### src/sv/ncfr_pkg.sv
// Package for the nibble-coded frame receiver: constants, codes and the CRC-8 step.
package ncfr_pkg;

	localparam int MAX_FRAME_BYTES = 17;

	localparam logic [3:0] LINE_TAG = 4'he;

	localparam logic [7:0] HDR_B0 = 8'ha1;
	localparam logic [7:0] HDR_B1 = 8'hb3;
	localparam logic [7:0] HDR_B2 = 8'hc5;
	localparam logic [7:0] HDR_B3 = 8'hd7;

	localparam logic [7:0] CMD_QUERY   = 8'd0;
	localparam logic [7:0] CMD_SET_LIC = 8'd3;
	localparam logic [7:0] RSP_ACK     = 8'd1;
	localparam logic [7:0] RSP_DATA    = 8'd2;
	localparam logic [7:0] RSP_LIC     = 8'd4;

	localparam logic [4:0] LEN_ACK  = 5'd7;
	localparam logic [4:0] LEN_DATA = 5'd17;
	localparam logic [4:0] LEN_LIC  = 5'd15;

	localparam logic [4:0] IDX_CMD = 5'd4;
	localparam logic [4:0] IDX_CRC = 5'd5;

	localparam logic [7:0] CRC_POLY = 8'h07;

	// payload bytes 6..15 kept in a shift line, newest in the low byte
	localparam int PAY_BYTES = 10;

	localparam int CFG_IDX_W = 1;
	localparam logic [CFG_IDX_W-1:0] REG_EXP_CMD = 1'd0;
	localparam logic [CFG_IDX_W-1:0] REG_PEND_LIC = 1'd1;

	typedef enum logic [2:0] {
		EV_NONE     = 3'd0,
		EV_ACK      = 3'd1,
		EV_DATA     = 3'd2,
		EV_LIC_OK   = 3'd3,
		EV_CRC_ERR  = 3'd4,
		EV_LIC_BAD  = 3'd5
	} event_t;

	function automatic logic [7:0] crc_step(input logic [7:0] crc, input logic [7:0] data);
		logic [7:0] c;
		c = crc ^ data;
		for (int b = 0; b < 8; b++) begin
			c = c[7] ? ((c << 1) ^ CRC_POLY) : (c << 1);
		end
		return c;
	endfunction

	localparam logic [7:0] HDR_CRC =
		crc_step(crc_step(crc_step(crc_step(8'h00, HDR_B0), HDR_B1), HDR_B2), HDR_B3);

endpackage

### src/sv/nibble_coded_frame_receiver_unit.sv
// Top level of the nibble-coded frame receiver.
//
// Slave stream: one raw line byte per item in s_tdata, s_tuser set marks the start of a
// new exchange and clears the nibble count before the byte is handled. Every accepted
// item yields exactly one result item on the master stream: an event code plus the
// query number, license in use and time left, the last three nonzero only on a query
// data event.
// m_tvalid rises once the item has passed the input register and the result register:
// the item lands in the input register, then the decode, running CRC-8 and license
// compare run in one pass into the result register, where it waits to be taken.
// Throughput is one item per cycle while m_tready stays high; the running CRC and the
// nibble assembly carry state from one item to the next within that single pass.
// When the receiver drops m_tready the result register holds, the input register fills,
// and s_tready falls; nothing is lost and the flow resumes the cycle m_tready returns.
// Reset clears the nibble count, frame length and both valid flags; the expected
// command resets to 255 (no frame accepted) and the pending license to zero.
// Configuration writes through cfg_we / cfg_index / cfg_wdata take effect at once and
// are meant to happen while the stream is idle.
module nibble_coded_frame_receiver_unit (
	input  logic                                 clk,
	input  logic                                 arst_n,
	input  logic                                 s_tvalid,
	output logic                                 s_tready,
	input  logic [7:0]                           s_tdata,   // [7:0] raw_byte
	input  logic                                 s_tuser,   // [0] restart
	output logic                                 m_tvalid,
	input  logic                                 m_tready,
	// [2:0] event_res, [10:3] quest_number, [74:11] license_in_use,
	// [90:75] time_left, [95:91] zero
	output logic [95:0]                          m_tdata,
	input  logic                                 cfg_we,
	input  logic [ncfr_pkg::CFG_IDX_W-1:0]       cfg_index,
	input  logic [63:0]                          cfg_wdata
);

	localparam int PAY_W = ncfr_pkg::PAY_BYTES * 8;

	// configuration
	logic [7:0]  exp_cmd_q;
	logic [63:0] pend_lic_q;

	always_ff @(posedge clk or negedge arst_n) begin
		if (!arst_n) begin
			exp_cmd_q  <= 8'hff;
			pend_lic_q <= 64'd0;
		end else if (cfg_we) begin
			case (cfg_index)
				ncfr_pkg::REG_EXP_CMD:  exp_cmd_q  <= cfg_wdata[7:0];
				ncfr_pkg::REG_PEND_LIC: pend_lic_q <= cfg_wdata;
				default: ;
			endcase
		end
	end

	// input register
	logic       vld_s1;
	logic [7:0] byte_s1;
	logic       rst_s1;
	logic       adv;
	logic       out_vld_q;

	assign adv      = vld_s1 && (!out_vld_q || m_tready);
	assign s_tready = !vld_s1 || adv;

	always_ff @(posedge clk or negedge arst_n) begin
		if (!arst_n) begin
			vld_s1 <= 1'b0;
		end else if (s_tready) begin
			vld_s1 <= s_tvalid;
		end
	end

	always_ff @(posedge clk) begin
		if (s_tready && s_tvalid) begin
			byte_s1 <= s_tdata;
			rst_s1  <= s_tuser;
		end
	end

	// parser state
	logic [5:0]       nc_q, nc_n;
	logic [4:0]       fl_q, fl_n;
	logic [3:0]       hi_q, hi_n;
	logic [7:0]       crc_q, crc_n;
	logic [7:0]       cmd_q, cmd_n;
	logic [7:0]       crc_rx_q, crc_rx_n;
	logic [PAY_W-1:0] pay_q, pay_n;

	logic [5:0]       nc0;
	logic [5:0]       nc_inc;
	logic [4:0]       idx;
	logic [7:0]       val;
	logic [7:0]       hdr_exp;
	ncfr_pkg::event_t ev;
	logic [7:0]       qn;
	logic [63:0]      lic;
	logic [15:0]      tl;

	always_comb begin
		nc0      = rst_s1 ? 6'd0 : nc_q;
		nc_inc   = nc0 + 6'd1;
		idx      = nc0[5:1];
		val      = {hi_q, byte_s1[3:0]};
		nc_n     = nc_q;
		fl_n     = fl_q;
		hi_n     = hi_q;
		crc_n    = crc_q;
		cmd_n    = cmd_q;
		crc_rx_n = crc_rx_q;
		pay_n    = pay_q;
		ev       = ncfr_pkg::EV_NONE;
		qn       = 8'd0;
		lic      = 64'd0;
		tl       = 16'd0;
		case (idx[1:0])
			2'd0:    hdr_exp = ncfr_pkg::HDR_B0;
			2'd1:    hdr_exp = ncfr_pkg::HDR_B1;
			2'd2:    hdr_exp = ncfr_pkg::HDR_B2;
			default: hdr_exp = ncfr_pkg::HDR_B3;
		endcase

		if (byte_s1[7:4] != ncfr_pkg::LINE_TAG) begin
			nc_n = 6'd0;
		end else if (idx >= 5'(ncfr_pkg::MAX_FRAME_BYTES)) begin
			nc_n = 6'd0;
		end else if (!nc0[0]) begin
			// first nibble of a byte: hold it
			nc_n = nc_inc;
			hi_n = byte_s1[3:0];
		end else begin
			nc_n = nc_inc;
			if (idx < ncfr_pkg::IDX_CMD) begin
				fl_n = 5'd0;
				if (val != hdr_exp) begin
					// realign: a fresh A1 restarts the header, else slip one nibble
					if (val != ncfr_pkg::HDR_B0) begin
						hi_n = val[3:0];
						nc_n = 6'd1;
					end else begin
						nc_n = 6'd2;
					end
				end
			end else if (idx == ncfr_pkg::IDX_CMD) begin
				cmd_n = val;
				crc_n = ncfr_pkg::crc_step(ncfr_pkg::HDR_CRC, val);
				if (exp_cmd_q == ncfr_pkg::CMD_QUERY && val == ncfr_pkg::RSP_ACK) begin
					fl_n = ncfr_pkg::LEN_ACK;
				end else if (exp_cmd_q == ncfr_pkg::CMD_QUERY
					&& val == ncfr_pkg::RSP_DATA) begin
					fl_n = ncfr_pkg::LEN_DATA;
				end else if (exp_cmd_q == ncfr_pkg::CMD_SET_LIC
					&& val == ncfr_pkg::RSP_LIC) begin
					fl_n = ncfr_pkg::LEN_LIC;
				end else begin
					nc_n = 6'd0;
				end
			end else begin
				// checksum byte enters the CRC as zero
				crc_n = ncfr_pkg::crc_step(crc_q, (idx == ncfr_pkg::IDX_CRC) ? 8'd0 : val);
				if (idx == ncfr_pkg::IDX_CRC) begin
					crc_rx_n = val;
				end else begin
					pay_n = {pay_q[PAY_W-9:0], val};
				end
				if (fl_q != 5'd0 && idx == fl_q - 5'd1) begin
					nc_n = 6'd0;
					if (crc_rx_q != crc_n) begin
						ev = ncfr_pkg::EV_CRC_ERR;
					end else if (cmd_q == ncfr_pkg::RSP_ACK) begin
						ev = ncfr_pkg::EV_ACK;
					end else if (cmd_q == ncfr_pkg::RSP_DATA) begin
						ev  = ncfr_pkg::EV_DATA;
						qn  = pay_q[PAY_W-1 -: 8];
						lic = pay_q[PAY_W-9 -: 64];
						tl  = {pay_q[7:0], val};
					end else if (cmd_q == ncfr_pkg::RSP_LIC) begin
						ev = (pay_q[63:0] == pend_lic_q) ? ncfr_pkg::EV_LIC_OK
							: ncfr_pkg::EV_LIC_BAD;
					end
				end
			end
		end
	end

	always_ff @(posedge clk or negedge arst_n) begin
		if (!arst_n) begin
			nc_q <= 6'd0;
			fl_q <= 5'd0;
		end else if (adv) begin
			nc_q <= nc_n;
			fl_q <= fl_n;
		end
	end

	always_ff @(posedge clk) begin
		if (adv) begin
			hi_q     <= hi_n;
			crc_q    <= crc_n;
			cmd_q    <= cmd_n;
			crc_rx_q <= crc_rx_n;
			pay_q    <= pay_n;
		end
	end

	// result register
	ncfr_pkg::event_t ev_q;
	logic [7:0]       qn_q;
	logic [63:0]      lic_q;
	logic [15:0]      tl_q;

	always_ff @(posedge clk or negedge arst_n) begin
		if (!arst_n) begin
			out_vld_q <= 1'b0;
		end else if (adv) begin
			out_vld_q <= 1'b1;
		end else if (m_tready) begin
			out_vld_q <= 1'b0;
		end
	end

	always_ff @(posedge clk) begin
		if (adv) begin
			ev_q  <= ev;
			qn_q  <= qn;
			lic_q <= lic;
			tl_q  <= tl;
		end
	end

	assign m_tvalid = out_vld_q;
	assign m_tdata  = {5'd0, tl_q, lic_q, qn_q, ev_q};

endmodule

### config.mk
export PLATFORM = sky130hd
export DESIGN_NAME = nibble_coded_frame_receiver_unit
export DESIGN_NICKNAME = d
export VERILOG_FILES = /design/src/sv/ncfr_pkg.sv /design/src/sv/nibble_coded_frame_receiver_unit.sv
export SDC_FILE = /design/constraint.sdc
export NUM_CORES = 1
export LEC_CHECK = 0
export ABC_CLOCK_PERIOD_IN_PS = 8000
export BUFFER_PORTS_ARGS = -buffer_cell sky130_fd_sc_hd__buf_2
export CORE_MARGIN = 2
export CORE_UTILIZATION = 30
export CTS_CLUSTER_SIZE = 40
export DETAILED_ROUTE_END_ITERATION = 8
export GPL_ROUTABILITY_DRIVEN = 0
export HOLD_SLACK_MARGIN = 0.12
export PLACE_DENSITY_LB_ADDON = 0.2
export SLEW_MARGIN = 40
export SYNTH_ARGS = -nofsm -noshare
export SYNTH_HDL_FRONTEND = slang
export SYNTH_SLANG_ARGS = --single-unit
### constraint.sdc
create_clock -name clk -period 8 [get_ports clk]
set_input_delay 1.2 -clock clk [delete_from_list [all_inputs] [get_ports clk]]
set_output_delay 1.2 -clock clk [all_outputs]
set_load 0.02 [all_outputs]
Word level (Yosys, flattened, before mapping)
Index checks and enable logic that the tools add are counted.
Word-level totals
  bits in registers: 293
  input bits: 79
  output and inout bits: 98
  word-level logic and storage cells: 145
Cells by class
  add/subtract/negate cells: 2
  order comparisons: 2
  equal/unequal tests: 20
  muxes and demuxes: 47
  bitwise operators: 27
  reductions and logical operators: 28
Operator list (number)
  6-bit 2-to-1 mux: 11
  64-bit == test: 1
  3-bit 2-to-1 mux: 21
  3-bit inverter: 16
  5-bit 2-to-1 mux: 5
  8-bit by 2-bit == test with 1-bit output, second input constant: 3
  7-bit one-hot mux with 3 select lines: 1
  6-bit AND reduction: 3
  8-bit by 1-bit == test with 1-bit output, second input constant: 2
  8-bit by 3-bit == test with 1-bit output, second input constant: 2
  4-bit 2-to-1 mux: 4
  8-bit 2-to-1 mux: 2
  8-bit != test: 2
  7-bit AND reduction: 2
  5-bit by 3-bit == test with 1-bit output, second input constant: 2
  1-bit inverter: 9
  9-bit OR reduction: 1
  8-bit zero test: 1
  8-bit != test, second input constant: 1
  8-bit OR reduction: 1
  8-bit XOR: 1
  7-bit OR reduction: 1
  6-bit by 1-bit adder with 6-bit output, second input constant: 1
  1-bit logical AND: 6
  20 further kinds: 27

Longest topological paths before layout
Gate-level depths: netlist of the first run.
  depth in word-level cells: 22
  mapped depth: 11
  mapped depth without buffers: 9

Worst setup path before layout of the first run
OpenSTA, ideal clock, no wires.
  path type: input-to-reg
  start point: in m_tready
  end point: reg pay_q[0] (enable)
  library setup time: 616 ps
  data arrival time: 6926 ps
  data required time: 7384 ps
  setup slack: 457 ps
  stages: 3
  path buffers: 0
  cell sequence: nand2b_1 -> nand2_1 -> nor3_1
On the way
  cells in the longest elaborated chain, start to end: 3
Ends and longest elaborated chain
  start: declaration: RTL line nibble_coded_frame_receiver_unit.sv:27  | input logic m_tready,
  1-bit logical OR: RTL line nibble_coded_frame_receiver_unit.sv:62  | assign adv = vld_s1 && (!out_vld_q || m_tready);
  1-bit logical AND: RTL line nibble_coded_frame_receiver_unit.sv:62
  7-bit AND reduction (no line)
  end signal: assignment: RTL line nibble_coded_frame_receiver_unit.sv:201  | pay_q <= pay_n;
  end: declaration: RTL line nibble_coded_frame_receiver_unit.sv:87  | logic [PAY_W-1:0] pay_q, pay_n;
Every way passes these cells.
A chain may end at the register's enable or synchronous reset.

Worst setup path after layout of the first run
  start point: reg byte_s1[1]
  end point: reg tl_q[6] (data pin)
On the way
  cells in the longest elaborated chain, start to end: 9
Ends and longest elaborated chain
  start: declaration: RTL line nibble_coded_frame_receiver_unit.sv:57  | logic [7:0] byte_s1;
  start signal: assignment: RTL line nibble_coded_frame_receiver_unit.sv:75  | byte_s1 <= s_tdata;
  8-bit 2-to-1 mux (*): RTL line nibble_coded_frame_receiver_unit.sv:159  | crc_n = ncfr_pkg::crc_step(crc_q, (idx == ncfr_pkg::IDX_CRC) ? 8'd0 : val);
  8-bit XOR (*): RTL line ncfr_pkg.sv:46  | c = crc ^ data;
  3-bit inverter (no line)
  3-bit 2-to-1 mux (*) (2 in a row): RTL line ncfr_pkg.sv:48  | c = c[7] ? ((c << 1) ^ CRC_POLY) : (c << 1);
  3-bit inverter (no line)
  3-bit 2-to-1 mux: RTL line ncfr_pkg.sv:48
  8-bit != test (*): RTL line nibble_coded_frame_receiver_unit.sv:167  | if (crc_rx_q != crc_n) begin
  9-bit OR reduction (no line) (*)
  end signal: assignment: RTL line nibble_coded_frame_receiver_unit.sv:226  | tl_q <= tl;
  end: declaration: RTL line nibble_coded_frame_receiver_unit.sv:209  | logic [15:0] tl_q;
Every way passes the cells marked *; elsewhere a longest branch is shown, timed or not.

==> qor.csv, run 1 <==
metric,value,unit
"Avg Cell Area, Syn",14.3,um2
CTS tree,built,
largest net degree at the start of global routing,90,
number of antenna repair diodes,0,
cell chain of the critical path,xnor3_1 -> a21oi_2 -> xnor2_1 -> a211o_1 -> a221o_1 -> or4_4 -> buf_6 -> nor3_2,
status,completed,
IO Port Bufs,171,
DRC Markers,0,
"top cells by count, synth","edfxtp_1 (208), nand2_1 (111), nor3_2 (89)",
adder-cell share of the synthesized area,0.862,%
die area,0.0452,mm2
FP Rows,76,
htree depth,1,
"Arr. time, crit path",4.07,ns
main area contributors after synthesis,"edfxtp_1 (48%), dfrtp_1 (15%), nor3_2 (6.8%), mux2_2 (6.2%), xor2_1 (5.1%)",
Avg WL per Cell,20.5,um
largest family of logic cells by synthesized area,simple AND/OR/NAND/NOR gates,
complex-gate fraction of the synthesized area,2.75,%
f_max,272,MHz
Detailed Route WL,34.6,mm
layout cells sized above 1,37.8,%
Slew headroom,46.0,%
Synth async-reset ratio,28.8,%
Post-Synth Simple-Gate Area,14.9,%
Vias/cell,4.56,
initial antenna violation count,0,
top cell type's share of synthesized area,47.8,%
Die X,213,um
"Seq/Total Area, Yosys",64.0,%
worst path bufs/invs,1,
CP top delay family,simple AND/OR/NAND/NOR gates,
DP HPWL,23.6,mm
Total GRT Usage,15.5,%
placed cells,1631,
Initial Utilization,30.3,%
Worst EP required,8.40,ns
Cells after Synth,916,
ANT nets after route,0,
area grow syn2layout,19.2,%
Worst setup SP type,register,
Lkg Pwr,5.69,nW
cts bufs inserted,31,
area of the mapped netlist,0.0131,mm2
CP endpoint kind,register,
worst hold path class,reg -> reg,
Synth cell types,61,
R2R cell count,8,
WP depth,8,
RSZ-0062 raised after global routing,false,
Yosys Warn Count,0,
root buffer cell,clkbuf_16,
Top Ports,177,
drt first pass iters,4,
Max Slew Vio Count,0,
largest stage delay on the critical path,0.77,ns
core area,0.0431,mm2
Setup Crit Path Kind,reg -> reg,
GRT overflow,0,
Setup Viol. Count Final,0,
number of flops mapped to enable cells by yosys,208,
final hold viol count,0,
clk slew on worst S/H paths,0.07,ns
Post CTS Setup Buffer Count,0,
clk_skew,0.0140,ns
XOR/XNOR share of the synthesized area,8.30,%
mux cell area share after synthesis,6.36,%
crit-path max FO,45,
slowest cell on the critical path,or4_4,
maximum root-to-sink buffer count,3,
die height,213,um
post-route insts no fill,1689,
Worst-Skew Late Latency,0.56,ns
PD cells,227,mW/mm2
routed vias,7707,
Synth Register Bits,292,
global-route wire length before repair,51.6,mm
VDD IR max,0.130,mV
cell with the most instances after synthesis,edfxtp_1,
Sink Count,292,
Worst-Margin Slew,0.810,ns
Final TNS setup,0,ns
fin crit share,45.9,%
cts hold-fix bufs,0,
vias in the first global route,7865,
Synth area leader,edfxtp_1,
max_cap viols,0,
Post-synth top flop,edfxtp_1,
Nets,1168,
hold depth,0,
Resized cells post-CTS,0,
post-layout minimum cycle time,3.67,ns
DR iter-0 viols,496,
-- placed cells by master, fill, tap and decap left out, drive strengths merged, types with 4 or more instances in the layout --
cell / instances
a21oi: 14
buf: 182
bufinv: 4
clkbuf: 42
clkinv: 9
conb: 5
dfrtp: 76
dfstp: 8
edfxtp: 208
ha: 9
inv: 15
mux2: 72
nand2: 111
nand2b: 4
nand3: 4
nand4: 7
nor2: 23
nor2b: 4
nor3: 103
nor4: 20
o211ai: 4
o21ai: 11
or2: 4
or3b: 4
xnor2: 27
xnor3: 6
xor2: 76
-- metrics by stage --
| stage | cell area (um2) | hold slack (ns) | setup WS (ns) | total power [mW] | util (%) |
|---|---|---|---|---|---|
| after floorplan | 13100 | 0.426 | 0.457 | 1.96 | - |
| after global placement | 14500 | 0.432 | 4.08 | 2.08 | 33.6 |
| after detailed placement | 14500 | 0.437 | 4.04 | 2.08 | 33.6 |
| after CTS | 15600 | 0.451 | 4.00 | 3.59 | 36.1 |
| after global routing | 15600 | 0.465 | 4.11 | 3.67 | 36.2 |
| final | 15600 | 0.450 | 4.33 | 3.54 | 36.2 |
-- final timing paths --
| path | slack, ns | startpoint | to |
|---|---|---|---|
| max in group asynchronous | 6.48 | arst_n | pend_lic_q[52] |
| setup / recovery | 4.33 | byte_s1[1] | tl_q[6] |
| hold / removal | 0.45 | pay_q[65] | pay_q[73] |
| min in group asynchronous | 0.55 | arst_n | pend_lic_q[17] |
| hold reg to reg | 0.45 | pay_q[65] | pay_q[73] |
| setup reg to reg | 4.33 | byte_s1[1] | tl_q[6] |
-- flip-flops by register name, summed over array words and instances, names as in the netlist, 3 cells and up --
| signal | count |
|---|---|
| qn_q | 8 |
| byte_s1 | 8 |
| lic_q | 64 |
| pend_lic_q | 64 |
| ev_q | 3 |
| tl_q | 16 |
| fl_q | 4 |
| crc_q | 8 |
| nc_q | 6 |
| hi_q | 4 |
| cmd_q | 8 |
| exp_cmd_q | 8 |
| pay_q | 80 |
| crc_rx_q | 8 |
-- cells by family after synthesis --
| group | count (synthesis) |
|---|---|
| adders and majority gates | 9 |
| AOI/OAI and AO/OA | 54 |
| and+or+nand+nor | 305 |
| xor gates and xnor gates | 111 |
| muxes | 74 |
| other | 1 |
| buffers and inverters | 70 |
| DFF | 292 |
-- power by group --
part           total, mW  switching [mW]  internal (mW)
Sequential          1.77          0.0553           1.71
Clock               1.49           0.597          0.893
Combinational      0.281           0.162          0.118
Total               3.54           0.814           2.72
-- area by class of cell --
type	count	area, um2
Tap cell	585	732
Clock inverter	15	183
Multi-Input combinational cell	558	4380
Clock buffer	42	877
Inverter	15	58.8
Fill cell	4216	27500
Sequential cell	292	8360
Timing Repair Buffer	182	985
-- per-layer routing --
layer	share of wire [%]	track usage (%)
met2	47	24.9
met4	1.8	3.23
met1	47	22.4
met3	3.9	1.94
met5	0	0
Power figures use the tool's default switching activity.
==> run 2: changes to the inputs <==
--- a/config.mk
+++ b/config.mk
@@ -5,7 +5,7 @@
 export SDC_FILE = /design/constraint.sdc
 export NUM_CORES = 1
 export LEC_CHECK = 0
-export ABC_CLOCK_PERIOD_IN_PS = 8000
+export ABC_CLOCK_PERIOD_IN_PS = 3100
 export BUFFER_PORTS_ARGS = -buffer_cell sky130_fd_sc_hd__buf_2
 export CORE_MARGIN = 2
 export CORE_UTILIZATION = 30
==> constraint.sdc (replaced) <==
create_clock -name clk -period 3.1 [get_ports clk]
set_input_delay 0.465 -clock clk [delete_from_list [all_inputs] [get_ports clk]]
set_output_delay 0.465 -clock clk [all_outputs]
set_load 0.02 [all_outputs]
==> qor.csv, run 2 (same netlist as run 1, synthesis figures left out) <==
metric,value,unit,change
routed vias,8011,,+3.9%
Final TNS setup,0,ns,unchanged
crit-path max FO,9,,-80%
Nets,1227,,+5.1%
Setup Viol. Count Final,0,,unchanged
"commonest non-fill, non-tap cell in the layout",edfxtp_1,,
DP HPWL,24.2,mm,+2.9%
Lkg Pwr,6.08,nW,+6.8%
Worst setup SP type,register,,
post-layout minimum cycle time,3.01,ns,-0.664 ns
DR iter-0 viols,402,,-19%
status,completed,,
layout cells sized above 1,41.1,%,+3.3 points
worst hold endpoint,vld_s1,,
worst hold path class,in -> reg,,
area grow syn2layout,24.8,%,
Sink Count,292,,unchanged
Worst EP required,3.46,ns,-4.94 ns
clk_skew,0.0159,ns,+0.00192 ns
Slew headroom,51.3,%,+5.3 points
Max Slew Vio Count,0,,unchanged
RR Endpoint,lic_q[59],,
maximum root-to-sink buffer count,3,,unchanged
Initial Utilization,30.3,%,unchanged
die area,0.0452,mm2,unchanged
initial antenna violation count,1,,+1
Total GRT Usage,15.7,%,+0.22 points
Worst-Margin Slew,0.727,ns,-0.0834 ns
"Arr. time, crit path",3.36,ns,-0.71 ns
CP endpoint kind,register,,
Setup Crit Path Kind,reg -> reg,,
worst r2r src,byte_s1[1],,
htree depth,2,,+1
biggest regs,"pay_q: 80 flops, lic_q: 64 flops, pend_lic_q: 64 flops",,
Worst-Skew Late Latency,0.51,ns,-0.05 ns
clk slew on worst S/H paths,0.06,ns,about the same
Fillers,4122,,-2.2%
hold path startpoint,s_tvalid,,
max_cap viols,0,,unchanged
PD cells,566,mW/mm2,+150%
root buffer cell,clkbuf_16,,
drt first pass iters,4,,unchanged
flop2flop setup slack,0.09,ns,-4.24 ns
largest register by flop count,pay_q,,
final hold viol count,0,,unchanged
M1 WL,17.5,mm,+7.5%
hold depth,2,,+2
GRT overflow,0,,unchanged
most frequent cells in the layout,"edfxtp_1 (208), buf_2 (170), nand2_1 (109), nor3_2 (89), dfrtp_1 (76)",,
CTS tree,built,,
Avg WL per Cell,20.4,um,-0.47%
core area,0.0431,mm2,unchanged
VDD IR max,0.299,mV,+130%
max FFs per register,80,,unchanged
top sig layer,met4,,
metal3 WL,1.17,mm,-13%
largest net degree at the start of global routing,63,,-30%
Detailed Route WL,35.7,mm,+3.1%
FF/Latch Area,0.00836,mm2,unchanged
WL met2,16.0,mm,-1.8%
global-route wire length before repair,52.4,mm,+1.4%
FP Rows,76,,unchanged
pre-CTS setup slack,0.105,ns,-3.93 ns
DRC Markers,0,,unchanged
f_max,333,MHz,+22%
area of the multi-input gates,0.00448,mm2,+2.3%
cts bufs inserted,34,,+9.7%
R2R cell count,9,,+1
Die X,213,um,unchanged
Top Ports,177,,unchanged
fin crit share,97.0,%,+51 points
vias in the first global route,8209,,+4.4%
IO Port Bufs,171,,unchanged
fin worst setup slack,0.0938,ns,-4.24 ns
Vias/cell,4.58,,+0.38%
ANT nets after route,0,,unchanged
die height,213,um,unchanged
[run 2: changes by cell type in the layout (fill, tap and decap cells not counted), moves of 6 or more]
cell / delta
buf_4: +39
clkbuf_16: +10
dlygate4sd3_1: +10
buf_12: +6
[run 2: through the flow]
step | hold WS (ns) | cell area [um2] | utilization, % | std cells | power (mW)
after CTS | 0.135 | 16000 | 37.2 | 1735 | 9.36
after floorplan | 0.169 | 13100 | - | 920 | 5.05
final | 0.162 | 16300 | 37.8 | 1749 | 9.23
after detailed placement | 0.439 | 14800 | 34.5 | 1665 | 5.39
after global routing | 0.150 | 16300 | 37.8 | 1749 | 9.58
after global placement | 0.435 | 14800 | 34.4 | 1665 | 5.39
[run 2: how the worst max path moves through the flow]
stage	end	cells after the start	from
2_1_floorplan	pay_q[0]	5	nc_q[2]
3_3_place_gp	lic_q[30]	8	byte_s1[1]
3_5_place_dp	lic_q[48]	10	fl_q[2]
4_1_cts	lic_q[48]	10	fl_q[2]
5_1_grt	qn_q[5]	9	byte_s1[0]
6_report	lic_q[59]	9	byte_s1[1]
[run 2: report_power, final]
group / internal, mW / switching, mW
logic: 0.334 / 0.439
registers: 4.42 / 0.134
clock network: 2.31 / 1.59
[run 2: critical path, cell delays in order, from the launching register on]
cell	delay, ns
edfxtp_1	0.45
xnor3_2	0.45
a21oi_2	0.18
xnor2_2	0.11
a211o_1	0.28
a221o_1	0.31
or4_4	0.54
buf_4	0.20
clkbuf_16	0.19
nor3_2	0.15
[run 2: per-layer routing]
layer / vias up / track usage [%]
li1: 3754 / -
met1: 4022 / 22.9
met2: 187 / 24.0
met3: 48 / 2.13
met4: 0 / 5.02
met5: - / 0
[run 2: layout make-up]
| cell class | instances | area share (%) |
|---|---|---|
| flip-flops and latches | 292 | 51.3 |
| multi-input cells | 558 | 27.5 |
| repair buffers | 238 | 9.69 |
| clock buffers | 47 | 6.03 |
| well taps | 585 | 4.49 |
| clock inverters | 13 | 0.637 |
| inverters | 15 | 0.368 |
| diodes | 1 | 0.0154 |
[run 2: what timing repair did]
item | CTS | global route
resized for setup | 0 | 14
hold buffers | 10 | 0
hold endpoints to repair | 33 | 0
setup endpoints to repair | 0 | 89
setup buffers | 0 | 7
==> run 3: changes to the inputs <==
--- a/config.mk
+++ b/config.mk
@@ -5,6 +5,7 @@
 export SDC_FILE = /design/constraint.sdc
 export NUM_CORES = 1
 export LEC_CHECK = 0
+export ABC_AREA = 1
 export ABC_CLOCK_PERIOD_IN_PS = 3100
 export BUFFER_PORTS_ARGS = -buffer_cell sky130_fd_sc_hd__buf_2
 export CORE_MARGIN = 2
==> qor.csv, run 3 <==
metric,value,unit,change
clk_skew,0.0284,ns,+0.0125 ns
area of the multi-input gates,0.00342,mm2,-24%
vias in the first global route,8151,,-0.71%
Detailed Route WL,33.4,mm,-6.4%
CTS tree,built,,
max FFs per register,80,,unchanged
Nets,1372,,+12%
Worst-Margin Slew,0.617,ns,-0.110 ns
cell with the most instances after synthesis,edfxtp_1,,
DR iter-0 viols,497,,+24%
Flop pwr share,49.0,%,-0.3 points
Worst-Skew Late Latency,0.54,ns,+0.03 ns
fin worst setup slack,0.242,ns,+0.149 ns
Sink Count,292,,unchanged
worst hold path class,in -> reg,,
"Seq/Total Area, Yosys",66.8,%,+2.9 points
Yosys Warn Count,0,,unchanged
slowest cell on the critical path,edfxtp_1,,
max_cap viols,0,,unchanged
root buffer cell,clkbuf_16,,
Synth Register Bits,292,,unchanged
DP HPWL,23.4,mm,-3.4%
Synth cell types,40,,-34%
top cell type's share of synthesized area,50.0,%,+2.2 points
pre-CTS setup slack,0.0162,ns,-0.0891 ns
Synth area leader,edfxtp_1,,
met1 usage,20.9,%,-2.1 points
Max Slew Vio Count,0,,unchanged
Worst EP required,3.39,ns,-0.07 ns
number of antenna repair diodes,0,,-1
placed cells,1762,,+5.8%
"commonest non-fill, non-tap cell in the layout",edfxtp_1,,
htree depth,2,,unchanged
grt met2 use,23.6,%,-0.40 points
most frequent cells in the layout,"edfxtp_1 (208), buf_2 (170), inv_1 (154), nand2_1 (142), nor2_1 (115)",,
Clk network pwr share,41.6,%,-0.7 points
maximum root-to-sink buffer count,3,,unchanged
final hold viol count,0,,unchanged
Worst path most repeated cell,nand2_1,,
initial antenna violation count,0,,-1
GRT met3 Usage,3.00,%,+0.87 points
FP Rows,74,,-2.6%
largest net degree at the start of global routing,80,,+27%
die height,208,um,-2.1%
GRT overflow,0,,unchanged
FF/Latch Area,0.00836,mm2,unchanged
"Avg Cell Area, Syn",11.8,um2,-17%
layout cells sized above 1,26.4,%,-15 points
Vias/cell,4.44,,-3.0%
Lkg Pwr,6.72,nW,+11%
die area,0.0433,mm2,-4.2%
PD cells,615,mW/mm2,+8.6%
VDD IR max,0.308,mV,+3.1%
DRC Markers,0,,unchanged
Fillers,4081,,-0.99%
cell chain of the critical path,inv_2 -> nand2_2 -> nor2_4 -> nand3_4 -> buf_4 -> nand2_1 -> nand2_1 -> nand2_1 -> nand2_1 -> nand2_1 -> nand3_1 -> and2_1 -> nor2_2 -> nor2_4 -> nand3_4 -> buf_4 -> buf_8 -> nor2_1,,
core area,0.0410,mm2,-4.8%
GR peak layer,met2,,
Synth async-reset ratio,28.8,%,unchanged
ANT nets after route,0,,unchanged
post-route insts no fill,1842,,+5.3%
Internal Pwr Total,7.14,mW,+1.0%
CP endpoint kind,register,,
final core utilization,37.7,%,-0.12 points
number of flops mapped to enable cells by yosys,208,,unchanged
Cells after Synth,1062,,+16%
clk slew on worst S/H paths,0.06,ns,about the same
main area contributors after synthesis,"edfxtp_1 (50%), dfrtp_1 (15%), inv_1 (4.7%), nand2_1 (4.3%), mux2_2 (3.8%)",,
Die X,208,um,-2.1%
RSZ-0062 raised after global routing,false,,
area of the mapped netlist,0.0125,mm2,-4.3%
Post-synth top flop,edfxtp_1,,
IO Port Bufs,171,,unchanged
Slew headroom,58.5,%,+7.2 points
Hold WS,0.153,ns,-0.00834 ns
Setup Viol. Count Final,0,,unchanged
Worst setup SP type,register,,
f_max,350,MHz,+5.2%
crit-path max FO,14,,+5
biggest regs,"pay_q: 80 flops, lic_q: 64 flops, pend_lic_q: 64 flops",,
"Arr. time, crit path",3.15,ns,-0.21 ns
"top cells by count, synth","edfxtp_1 (208), inv_1 (155), nand2_1 (144)",,
status,completed,,
fin crit share,92.2,%,-4.8 points
Avg WL per Cell,18.1,um,-11%
Setup Crit Path Kind,reg -> reg,,
Top Ports,177,,unchanged
cts bufs inserted,34,,unchanged
drt first pass iters,4,,unchanged
global-route wire length before repair,49.0,mm,-6.4%
routed vias,8186,,+2.2%
largest register by flop count,pay_q,,
Total GRT Usage,15.0,%,-0.63 points
Sw Share,25.0,%,+1.6 points
post-layout minimum cycle time,2.86,ns,-0.149 ns
net switching power,2.38,mW,+10%
largest stage delay on the critical path,0.43,ns,-0.11 ns
Initial Utilization,30.5,%,+0.15 points
area grow syn2layout,23.7,%,
Logic pwr share,9.4,%,+1.0 points
Final TNS setup,0,ns,unchanged
## run 3: changes by cell type in the layout (fill, tap and decap cells not counted), sizes merged, moves of 7 or more
cell,change
a221oi,+14
buf,-21
clkinv,-7
inv,+145
mux2,-30
nand2,+41
nand3,+48
nor2,+119
nor3,-95
nor4,-10
o21ai,+28
o22ai,+11
xnor2,-19
xor2,-25
## run 3: final timing paths
path / start / slack (ns) / end / cells past startpoint
hold / removal: cfg_wdata[38] / 0.15 / pend_lic_q[38] / 2
setup reg to reg: rst_s1 / 0.24 / lic_q[38] / 18
max in group asynchronous: arst_n / 1.98 / pend_lic_q[49] / 3
hold reg to reg: pay_q[62] / 0.44 / pay_q[70] / 0
min in group asynchronous: arst_n / 0.46 / pend_lic_q[33] / 2
setup / recovery: rst_s1 / 0.24 / lic_q[38] / 18
## run 3: critical path, delay by kind of cell, from the launching register on
kind / cells / cell delay, ns
buffers and inverters: 4 / 0.79
flip-flops: 1 / 0.43
AND/OR/NAND/NOR: 14 / 1.41
## run 3: timing repair
item | in CTS | in global routing
hold endpoints to repair | 39 | 0
setup buffers | 0 | 5
hold buffers | 10 | 0
setup endpoints to repair | 0 | 88
gates resized for setup | 0 | 7
## run 3: area by class of cell
| class | count | area share, % |
|---|---|---|
| Clock buffer | 52 | 6.13 |
| Clock inverter | 10 | 0.987 |
| Inverter | 158 | 3.86 |
| Multi-Input combinational cell | 583 | 22.1 |
| Sequential cell | 292 | 54.0 |
| Tap cell | 532 | 4.30 |
| Timing Repair Buffer | 215 | 8.60 |
## run 3: through the flow
stage	total power [mW]	area, um2
floorplan	5.23	12500
global placement	5.63	14100
detailed placement	5.64	14100
CTS	9.64	15300
global route	9.90	15500
finish	9.51	15500
## run 3: cells by family (layout without fill, tap and decap cells)
group | Yosys count | after routing | synth area share (%)
adder cells (fa/ha/maj) | 9 | 9 | 0.901
buffers and inverters | 191 | 435 | 6.24
multiplexers | 42 | 42 | 3.78
XOR/XNOR | 59 | 59 | 4.13
AND/OR/NAND/NOR | 382 | 382 | 13.9
other | 1 | 5 | 0.0300
AO/OA/AOI/OAI | 86 | 86 | 4.11
flip-flops | 292 | 292 | 66.8
## run 3: metal layers
metal,vias up,wire length [um]
met5,-,0
met4,0,788
met3,49,1410
met2,180,15200
met1,3961,16000
li1,3996,-
## run 3: power groups by stage
| stage | logic [mW] | registers [mW] | clock network, mW |
|---|---|---|---|
| after floorplan | 0.379 | 4.85 | 0 |
| after global placement | 0.888 | 4.74 | 0 |
| after detailed placement | 0.894 | 4.74 | 0 |
| after CTS | 0.908 | 4.67 | 4.07 |
| after global routing | 0.980 | 4.69 | 4.23 |
| final | 0.894 | 4.66 | 3.96 |
